`src/hw/rtl/mssc_pkg.sv`:
```
package mssc_pkg;

    // counter width default and register reset values
    localparam int          COUNT_BITS_DEF = 32;
    localparam logic [31:0] WINDOW_RESET   = 32'd262144;
    localparam int          ADDR_BITS      = 3;

    // received frame flag positions
    localparam int FLAG_SYN = 0;
    localparam int FLAG_ACK = 1;
    localparam int FLAG_FIN = 2;
    localparam int FLAG_RST = 3;

    // register byte address
    localparam logic [ADDR_BITS-1:0] ADDR_WINDOW = 3'd0;

    typedef enum logic [2:0] {
        OP_RX_DATA        = 3'd0,
        OP_RX_WINDOW      = 3'd1,
        OP_APP_READ       = 3'd2,
        OP_APP_WRITE      = 3'd3,
        OP_CLOSE          = 3'd4,
        OP_RESET          = 3'd5,
        OP_SESSION_CLOSED = 3'd6,
        OP_OPEN_SENT      = 3'd7
    } op_t;

    typedef enum logic [2:0] {
        LC_INIT         = 3'd0,
        LC_SYN_SENT     = 3'd1,
        LC_SYN_RECV     = 3'd2,
        LC_ESTABLISHED  = 3'd3,
        LC_LOCAL_CLOSE  = 3'd4,
        LC_REMOTE_CLOSE = 3'd5,
        LC_CLOSED       = 3'd6,
        LC_RESET        = 3'd7
    } lc_t;

    typedef enum logic [2:0] {
        ST_OK       = 3'd0,
        ST_RESET    = 3'd1,
        ST_SHUTDOWN = 3'd2,
        ST_CLOSED   = 3'd3,
        ST_WINDOW   = 3'd4,
        ST_EOF      = 3'd5,
        ST_BLOCK    = 3'd6
    } status_t;

    typedef enum logic [2:0] {
        EM_NONE = 3'd0,
        EM_DATA = 3'd1,
        EM_FIN  = 3'd2,
        EM_WU   = 3'd3,
        EM_RST  = 3'd4
    } emit_t;

    typedef struct packed {
        op_t         op;
        logic [31:0] length;
        logic [3:0]  flags;
    } item_t;

    typedef struct packed {
        status_t     status;
        lc_t         state;
        logic [31:0] byte_count;
        emit_t       emit;
        logic [31:0] amount;
        logic        ack_pending;
        logic        remote_finished;
    } result_t;

endpackage

```
`src/hw/rtl/mssc_cfg.sv`:
```
module mssc_cfg
    import mssc_pkg::*;
(
    input  logic                 clk,
    input  logic                 rst_n,
    input  logic                 psel,
    input  logic                 penable,
    input  logic                 pwrite,
    input  logic [ADDR_BITS-1:0] paddr,
    input  logic [31:0]          pwdata,
    output logic [31:0]          prdata,
    output logic                 pready,
    output logic [31:0]          credit_window
);

    logic [31:0] window_reg;
    logic        wr_en;

    // write strobe on the access cycle
    assign wr_en = psel && penable && pwrite && (paddr == ADDR_WINDOW);

    always_ff @(posedge clk or negedge rst_n)
    begin
        if (!rst_n)
        begin
            window_reg <= WINDOW_RESET;
        end
        else if (wr_en)
        begin
            window_reg <= pwdata;
        end
    end

    // read back
    always_comb
    begin
        prdata = '0;
        if (paddr == ADDR_WINDOW)
        begin
            prdata = window_reg;
        end
    end

    assign pready        = 1'b1;
    assign credit_window = window_reg;

endmodule

```
`src/hw/rtl/mssc_in_stage.sv`:
```
module mssc_in_stage
    import mssc_pkg::*;
(
    input  logic        clk,
    input  logic        rst_n,
    input  logic        in_valid,
    output logic        in_ready,
    input  logic [2:0]  op,
    input  logic [31:0] length,
    input  logic [3:0]  frame_flags,
    output logic        item_valid,
    output item_t       item,
    input  logic        item_ready
);

    logic  valid_reg;
    logic  valid_next;
    item_t item_reg;
    logic  take;

    // accept a new request when none is held or the held one leaves this cycle
    assign in_ready = !valid_reg || item_ready;
    assign take     = in_valid && in_ready;

    always_comb
    begin
        valid_next = valid_reg;
        if (take)
        begin
            valid_next = 1'b1;
        end
        else if (item_ready)
        begin
            valid_next = 1'b0;
        end
    end

    always_ff @(posedge clk or negedge rst_n)
    begin
        if (!rst_n)
        begin
            valid_reg <= 1'b0;
        end
        else
        begin
            valid_reg <= valid_next;
        end
    end

    // request payload
    always_ff @(posedge clk)
    begin
        if (take)
        begin
            item_reg.op     <= op_t'(op);
            item_reg.length <= length;
            item_reg.flags  <= frame_flags;
        end
    end

    assign item_valid = valid_reg;
    assign item       = item_reg;

endmodule

```
`src/hw/rtl/mssc_core.sv`:
```
module mssc_core
    import mssc_pkg::*;
#(
    parameter int COUNT_BITS = COUNT_BITS_DEF
)
(
    input  logic        clk,
    input  logic        rst_n,
    input  logic [31:0] credit_window,
    input  logic        item_valid,
    input  item_t       item,
    output logic        item_ready,
    output logic        out_valid,
    input  logic        out_ready,
    output result_t     result
);

    localparam int              CW       = COUNT_BITS;
    localparam logic [32:0]     CMAX33   = (33'd1 << CW) - 33'd1;
    localparam logic [CW-1:0]   CMAX     = CMAX33[CW-1:0];
    localparam logic [CW-1:0]   CREDIT_RESET =
        ({1'b0, WINDOW_RESET} > CMAX33) ? CMAX33[CW-1:0] : WINDOW_RESET[CW-1:0];

    // stream state
    lc_t           lc_reg, lc_next;
    logic [CW-1:0] send_reg, send_next;
    logic [CW-1:0] recv_reg, recv_next;
    logic [CW-1:0] queued_reg, queued_next;
    logic [CW-1:0] consumed_reg, consumed_next;
    logic          lfin_reg, lfin_next;
    logic          rfin_reg, rfin_next;
    logic          rst_seen_reg, rst_seen_next;
    logic          down_reg, down_next;
    logic          ack_reg, ack_next;

    // result register
    logic          out_valid_reg;
    result_t       result_reg, result_next;
    logic          advance;

    // datapath terms
    lc_t           lc_open;
    logic          ack_open;
    logic [32:0]   len33;
    logic [CW-1:0] len_cw;
    logic [CW-1:0] len_sat;
    logic          rx_over;
    logic [CW:0]   q_sum;
    logic [CW-1:0] q_sat;
    logic [CW:0]   s_sum;
    logic [CW-1:0] s_sat;
    logic [CW-1:0] rd_bytes;
    logic [CW:0]   c_sum;
    logic [CW-1:0] c_sat;
    logic          win_hit;
    logic [CW:0]   r_sum;
    logic [CW-1:0] r_sat;
    logic [CW-1:0] wr_bytes;

    // lifecycle after a received FIN
    function automatic lc_t fin_lc(lc_t lc);
        lc_t nxt;
        nxt = lc;
        case (lc)
            LC_ESTABLISHED, LC_SYN_RECV: nxt = LC_REMOTE_CLOSE;
            LC_LOCAL_CLOSE:              nxt = LC_CLOSED;
            default:                     nxt = lc;
        endcase
        return nxt;
    endfunction

    assign item_ready = !out_valid_reg || out_ready;
    assign advance    = item_valid && item_ready;

    // shared arithmetic terms
    always_comb
    begin
        // SYN and ACK handling common to both received frame kinds
        lc_open  = lc_reg;
        ack_open = ack_reg;
        if (item.flags[FLAG_SYN] && (lc_reg == LC_INIT))
        begin
            lc_open  = LC_SYN_RECV;
            ack_open = 1'b1;
        end
        if (item.flags[FLAG_ACK] && ((lc_open == LC_SYN_SENT) || (lc_open == LC_SYN_RECV)))
        begin
            lc_open = LC_ESTABLISHED;
        end

        len33   = {1'b0, item.length};
        len_cw  = item.length[CW-1:0];
        len_sat = (len33 > CMAX33) ? CMAX : len_cw;
        rx_over = len33 > 33'(recv_reg);

        // saturating queue and send credit adds
        q_sum = {1'b0, queued_reg} + {1'b0, len_cw};
        q_sat = q_sum[CW] ? CMAX : q_sum[CW-1:0];
        s_sum = {1'b0, send_reg} + {1'b0, len_sat};
        s_sat = s_sum[CW] ? CMAX : s_sum[CW-1:0];

        // read take and credit return
        rd_bytes = (len33 < 33'(queued_reg)) ? len_cw : queued_reg;
        c_sum    = {1'b0, consumed_reg} + {1'b0, rd_bytes};
        c_sat    = c_sum[CW] ? CMAX : c_sum[CW-1:0];
        win_hit  = 32'(c_sat) >= (credit_window >> 1);
        r_sum    = {1'b0, recv_reg} + {1'b0, c_sat};
        r_sat    = r_sum[CW] ? CMAX : r_sum[CW-1:0];

        // write grant
        wr_bytes = (len33 < 33'(send_reg)) ? len_cw : send_reg;
    end

    // per-request decode
    always_comb
    begin
        lc_next       = lc_reg;
        send_next     = send_reg;
        recv_next     = recv_reg;
        queued_next   = queued_reg;
        consumed_next = consumed_reg;
        lfin_next     = lfin_reg;
        rfin_next     = rfin_reg;
        rst_seen_next = rst_seen_reg;
        down_next     = down_reg;
        ack_next      = ack_reg;

        result_next.status     = ST_OK;
        result_next.byte_count = '0;
        result_next.emit       = EM_NONE;
        result_next.amount     = '0;

        unique case (item.op)
            OP_RX_DATA:
            begin
                lc_next  = lc_open;
                ack_next = ack_open;
                if ((item.length != 32'd0) && rx_over)
                begin
                    result_next.status = ST_WINDOW;
                end
                else
                begin
                    if (item.length != 32'd0)
                    begin
                        recv_next   = recv_reg - len_cw;
                        queued_next = q_sat;
                    end
                    if (item.flags[FLAG_FIN])
                    begin
                        rfin_next = 1'b1;
                        lc_next   = fin_lc(lc_open);
                    end
                end
            end
            OP_RX_WINDOW:
            begin
                lc_next  = lc_open;
                ack_next = ack_open;
                if (item.flags[FLAG_RST])
                begin
                    rst_seen_next = 1'b1;
                    lc_next       = LC_RESET;
                end
                else
                begin
                    send_next = s_sat;
                    if (item.flags[FLAG_FIN])
                    begin
                        rfin_next = 1'b1;
                        lc_next   = fin_lc(lc_open);
                    end
                end
            end
            OP_APP_READ:
            begin
                if (rst_seen_reg)
                begin
                    result_next.status = ST_RESET;
                end
                else if (down_reg && (queued_reg == '0))
                begin
                    result_next.status = ST_SHUTDOWN;
                end
                else if (queued_reg != '0)
                begin
                    queued_next            = queued_reg - rd_bytes;
                    result_next.byte_count = 32'(rd_bytes);
                    consumed_next          = c_sat;
                    if (win_hit)
                    begin
                        result_next.emit   = EM_WU;
                        result_next.amount = 32'(c_sat);
                        recv_next          = r_sat;
                        consumed_next      = '0;
                    end
                end
                else if (rfin_reg)
                begin
                    result_next.status = ST_EOF;
                end
                else
                begin
                    result_next.status = ST_BLOCK;
                end
            end
            OP_APP_WRITE:
            begin
                if (lfin_reg)
                begin
                    result_next.status = ST_CLOSED;
                end
                else if (rst_seen_reg)
                begin
                    result_next.status = ST_RESET;
                end
                else if (down_reg)
                begin
                    result_next.status = ST_SHUTDOWN;
                end
                else if (item.length == 32'd0)
                begin
                    result_next.status = ST_OK;
                end
                else if (send_reg == '0)
                begin
                    result_next.status = ST_BLOCK;
                end
                else
                begin
                    send_next              = send_reg - wr_bytes;
                    result_next.byte_count = 32'(wr_bytes);
                    result_next.emit       = EM_DATA;
                    result_next.amount     = 32'(wr_bytes);
                end
            end
            OP_CLOSE:
            begin
                if (!lfin_reg)
                begin
                    lfin_next = 1'b1;
                    if (lc_reg == LC_ESTABLISHED)
                    begin
                        lc_next = LC_LOCAL_CLOSE;
                    end
                    else if (lc_reg == LC_REMOTE_CLOSE)
                    begin
                        lc_next = LC_CLOSED;
                    end
                    if (down_reg)
                    begin
                        result_next.status = ST_SHUTDOWN;
                    end
                    else
                    begin
                        result_next.emit = EM_FIN;
                    end
                end
            end
            OP_RESET:
            begin
                if (!rst_seen_reg)
                begin
                    rst_seen_next = 1'b1;
                    lc_next       = LC_RESET;
                    if (down_reg)
                    begin
                        result_next.status = ST_SHUTDOWN;
                    end
                    else
                    begin
                        result_next.emit = EM_RST;
                    end
                end
            end
            OP_SESSION_CLOSED:
            begin
                down_next = 1'b1;
            end
            OP_OPEN_SENT:
            begin
                if (lc_reg == LC_INIT)
                begin
                    lc_next = LC_SYN_SENT;
                end
            end
            default:
            begin
                lc_next = lc_reg;
            end
        endcase

        result_next.state           = lc_next;
        result_next.ack_pending     = ack_next;
        result_next.remote_finished = rfin_next;
    end

    // stream state, result payload and result valid
    always_ff @(posedge clk or negedge rst_n)
    begin
        if (!rst_n)
        begin
            lc_reg        <= LC_INIT;
            send_reg      <= CREDIT_RESET;
            recv_reg      <= CREDIT_RESET;
            queued_reg    <= '0;
            consumed_reg  <= '0;
            lfin_reg      <= 1'b0;
            rfin_reg      <= 1'b0;
            rst_seen_reg  <= 1'b0;
            down_reg      <= 1'b0;
            ack_reg       <= 1'b0;
            result_reg    <= '0;
            out_valid_reg <= 1'b0;
        end
        else
        begin
            if (advance)
            begin
                lc_reg       <= lc_next;
                send_reg     <= send_next;
                recv_reg     <= recv_next;
                queued_reg   <= queued_next;
                consumed_reg <= consumed_next;
                lfin_reg     <= lfin_next;
                rfin_reg     <= rfin_next;
                rst_seen_reg <= rst_seen_next;
                down_reg     <= down_next;
                ack_reg      <= ack_next;
                result_reg   <= result_next;
            end
            if (item_ready)
            begin
                out_valid_reg <= item_valid;
            end
        end
    end

    assign out_valid = out_valid_reg;
    assign result    = result_reg;

endmodule

```
`src/hw/rtl/mux_stream_state_and_credit.sv`:
```
// path: each request passes the request register, then the result register
// throughput: one request per cycle while out_ready is high
// a stalled result holds at most two requests
// reset: rst_n clears the lifecycle to init, loads both credits with the
// reset window, clears all counts and flags and empties both registers
module mux_stream_state_and_credit
    import mssc_pkg::*;
#(
    parameter int COUNT_BITS = COUNT_BITS_DEF
)
(
    input  logic                 clk,
    input  logic                 rst_n,
    input  logic                 in_valid,
    output logic                 in_ready,
    input  logic [2:0]           op,
    input  logic [31:0]          length,
    input  logic [3:0]           frame_flags,
    output logic                 out_valid,
    input  logic                 out_ready,
    output logic [2:0]           status,
    output logic [2:0]           stream_state,
    output logic [31:0]          byte_count,
    output logic [2:0]           emit_frame,
    output logic [31:0]          emit_amount,
    output logic                 ack_pending,
    output logic                 remote_finished,
    input  logic                 psel,
    input  logic                 penable,
    input  logic                 pwrite,
    input  logic [ADDR_BITS-1:0] paddr,
    input  logic [31:0]          pwdata,
    output logic [31:0]          prdata,
    output logic                 pready
);

    logic        item_valid;
    item_t       item;
    logic        item_ready;
    result_t     result;
    logic [31:0] credit_window;

    // configuration register
    mssc_cfg u_cfg (
        .clk           (clk),
        .rst_n         (rst_n),
        .psel          (psel),
        .penable       (penable),
        .pwrite        (pwrite),
        .paddr         (paddr),
        .pwdata        (pwdata),
        .prdata        (prdata),
        .pready        (pready),
        .credit_window (credit_window)
    );

    // request register
    mssc_in_stage u_in (
        .clk         (clk),
        .rst_n       (rst_n),
        .in_valid    (in_valid),
        .in_ready    (in_ready),
        .op          (op),
        .length      (length),
        .frame_flags (frame_flags),
        .item_valid  (item_valid),
        .item        (item),
        .item_ready  (item_ready)
    );

    // stream state and result register
    mssc_core #(
        .COUNT_BITS (COUNT_BITS)
    ) u_core (
        .clk           (clk),
        .rst_n         (rst_n),
        .credit_window (credit_window),
        .item_valid    (item_valid),
        .item          (item),
        .item_ready    (item_ready),
        .out_valid     (out_valid),
        .out_ready     (out_ready),
        .result        (result)
    );

    assign status          = result.status;
    assign stream_state    = result.state;
    assign byte_count      = result.byte_count;
    assign emit_frame      = result.emit;
    assign emit_amount     = result.amount;
    assign ack_pending     = result.ack_pending;
    assign remote_finished = result.remote_finished;

endmodule

```
`config.mk`:
```
export PLATFORM = sky130hd
export DESIGN_NAME = mux_stream_state_and_credit
export DESIGN_NICKNAME = d
export VERILOG_FILES = /design/src/hw/rtl/mssc_pkg.sv /design/src/hw/rtl/mssc_cfg.sv /design/src/hw/rtl/mssc_in_stage.sv /design/src/hw/rtl/mssc_core.sv /design/src/hw/rtl/mux_stream_state_and_credit.sv
export SDC_FILE = /design/constraint.sdc
export NUM_CORES = 1
export LEC_CHECK = 0
export BUFFER_PORTS_ARGS = -buffer_cell sky130_fd_sc_hd__buf_2
export CAP_MARGIN = 10
export CORE_MARGIN = 1.5
export CORE_UTILIZATION = 50
export DETAILED_ROUTE_END_ITERATION = 8
export MAX_ROUTING_LAYER = met4
export PLACE_DENSITY_LB_ADDON = 0.3
export RECOVER_POWER = 50
export SETUP_SLACK_MARGIN = 0.05
export SYNTH_ARGS = -nofsm -noshare
export SYNTH_HDL_FRONTEND = slang
export SYNTH_SLANG_ARGS = --single-unit
```
`constraint.sdc`:
```
create_clock -name clk -period 7.4 [get_ports clk]
set_input_delay 0.74 -clock clk [delete_from_list [all_inputs] [get_ports clk]]
set_output_delay 0.74 -clock clk [all_outputs]
set_load 0.05 [all_outputs]
```
==> summary.md <==
| Metric | Value |
|---|---|
| Status | finished, violations left |
| Violated checks | capacitance limit, slew limit |
| Main flop type after synthesis | dfrtp_1 |
| Largest net degree at the start of global routing | approximately 130 |
| PD cells | between 200 and 250 mW/mm² |
| Setup TNS | 0 ns |
| Hpwl dp | between 80000 and 90000 µm |
| Hold Worst Slack | approximately 0.35 ns |
| Post-route cell area | 0.0315 mm² |
| Yosys top cell by area | dfrtp_1 |
| Most frequent cells in the layout | ha_1 (309), buf_4 (295), nand2_1 (265) |
| Worst path max stage delay | 0.54 ns |
| Final hold viol count | 0 |
| Fin cells | 4227 |
| Core Footprint | 0.0505 mm² |
| Layout Skew | 0.0129 ns |
| Post-synth net total | 3492 |
| Crit path DAT | 7.69 ns |
| CP required | 7.87 ns |
| Avg Inst Size Synth | 8.34 µm² |
| Max-slew violations | around 350 |
| Startpoint types | register |
| DRC Markers | 0 |
| Initial antenna violation count | 7 |
| Place WS | -0.364 ns |
| Layout cells sized above 1 | between 10% and 20% |
| CTS Buf Count | 36 |
| Crit path capture type | register |
| Full die area | 0.0529 mm² |
| Vias | 26852 |
| PnR worst setup slack | 0.174 ns |
| Clock latency on the worst-skew pair | 0.57 ns |
| CTS Buffer Depth | 3 |
| Worst Path Max Fanout | 7 |
| Slew headroom | -162% |
| Row cnt | between 80 and 90 |
| Most common cell type on the critical path | a21oi_2 |
| Final layout net count | 3924 |
| Synthesized cell area | 0.0258 mm² |
| Commonest non-fill, non-tap cell in the layout | ha_1 |
| Vias in the first global route | 25596 |
| Post-synth cell types | 90 |
| # port buffers | 189 |
| Kind of critical path | register to register |
| Minimum clock period | 7.23 ns |
| Worst-path clk slew | 0.06 ns |
| Final Cycle Share | a little over nine tenths |
| 1st-pass router iterations | 6 |
| Slowest-stage cell, CP | or4_4 |
| DR iter-0 viols | 2707 |
| Max Freq | between 100 and 150 MHz |
| Htree depth | 2 |
| Die Y | 230 µm |
| Part of the Yosys area used for sequential elements | 27.9% |
| Final setup violation count | 0 |
| First-pass GRT wire length | 155000 µm |
| IO Count | between 150 and 200 |
| Area after DPL | 0.0294 mm² |
| Synth-to-Final Area Change | 22.3% |
| Register bit total from synthesis | 279 |
| Vias per cell | roughly 6.4 |
| GR Overflow Total | 0 |
| GPL Wtd Cong | around 1.0 |
| CTS tree | built |
| DP Cell Count | 4123 |
| Worst-Margin Slew | 3.93 ns |
| Maxcap violations | 5 |
| Ys async rst share | a little under nine tenths |
| Yosys top cell area share | 23.0% |
| Synth top area cells | dfrtp_1 (23%), ha_1 (15%), edfxtp_1 (4.5%), a21oi_1 (4.4%), nand2_1 (3.9%) |
| Root Buffer | clkbuf_16 |
| Number of flip-flops in the largest register | 70 |
| Starting Density | about half |
| WL/cell | 24.8 µm |
| Flop2flop setup slack | 0.17 ns |
| Lkg Pwr | between 0.015 and 0.02 µW |
| Max VDD drop | 214 µV |
| Mapped Cells | about 3000 |
| Die width | 230 µm |
| Hold crit path type | input port to register |
| Ys Warns | 0 |
| Total GRT Usage | 39.4% |
| Drt total wl | 105000 µm |
| Final ANT Viol Nets | 0 |
| Clock Sinks | between 200 and 300 |
| Post-synth EDFFs | 39 |
==> cell usage after synthesis, types with 36 or more instances <==
library cell / number
a21o_1: 100
a21oi_1: 225
a221o_1: 73
and2_1: 51
buf_2: 36
clkbuf_1: 77
dfrtp_1: 237
edfxtp_1: 39
ha_1: 317
inv_1: 242
mux2i_1: 37
nand2_1: 271
nand2b_1: 40
nand3_1: 42
nand4_1: 51
nor2_1: 198
nor3_1: 52
nor4_1: 45
o21ai_0: 130
o21ai_1: 130
o21bai_1: 37
o22ai_1: 48
xnor2_1: 116
xor2_1: 64
==> final timing paths <==
kind | startpoint | endpoint | depth (start not counted)
setup / recovery | u_core.queued_reg[1] | u_core.recv_reg[31] | 37
hold / removal | length[7] | u_in.item[11] | 1
setup reg to reg | u_core.queued_reg[1] | u_core.recv_reg[31] | 37
hold reg to reg | u_core.consumed_reg[16] | u_core.consumed_reg[16] | 2
max in group asynchronous | rst_n | u_cfg.credit_window[15] | 2
min in group asynchronous | rst_n | u_core.send_reg[5] | 1
==> metal layers <==
metal	GRT usage (%)	part of all wire [%]	vias up	wire length, µm
met5	-	0	-	0
met4	16.1	4.5	0	4670
met3	7.51	9.1	276	9590
met2	58.9	44	1293	46200
met1	52.2	42	13045	44400
li1	-	-	12238	-
==> critical path, delay by kind of cell, from the launching register on <==
family | cells | cell delay, ns
adders and majority gates | 4 | 0.98
and+or+nand+nor | 8 | 1.45
muxes | 1 | 0.30
DFF | 1 | 0.37
AOI/OAI and AO/OA | 17 | 3.11
buffers and inverters | 7 | 0.87
==> cell type report <==
type	instances	area, µm²
inverters	247	931
repair buffers	516	3640
fillers	4560	19000
flip-flops and latches	279	7180
multi-input cells	2439	17600
clock inverters	12	193
well taps	672	841
diodes	9	22.5
clock buffers	53	1060
==> kinds of logic (layout without fill, tap and decap cells) <==
logic type,Yosys count,in the layout,share of synthesized area (%)
buf+inv,370,828,5.58
xor+xnor,180,180,6.12
simple gates,854,854,15.9
compound gates,1037,1038,26.9
flops,279,279,27.9
mux,42,42,1.67
fa+ha+maj,324,324,15.9
other cells,1,10,0.0146
==> timing repair <==
item	in CTS	in global routing
setup buffers	0	17
hold buffers	0	0
cloned	0	13
pin swaps	4	47
gates resized for setup	23	107
endpoints found under the setup margin	92	92
==> report_power, final <==
group	switching (µW)	total (µW)	leakage (µW)	internal [µW]
clock	762	1930	0.000615	1170
combinational	2290	3840	0.0115	1550
sequential	241	1960	0.00351	1720
total	3300	7730	0.0156	4430
==> stage by stage <==
step                      power (µW)  util (%)
final                           7730      62.4
after global placement          5540      58.2
after global routing            8180      62.4
after CTS                       7620      60.9
after detailed placement        5650      58.2
after floorplan                 4630         -
Power figures use the tool's default switching activity.
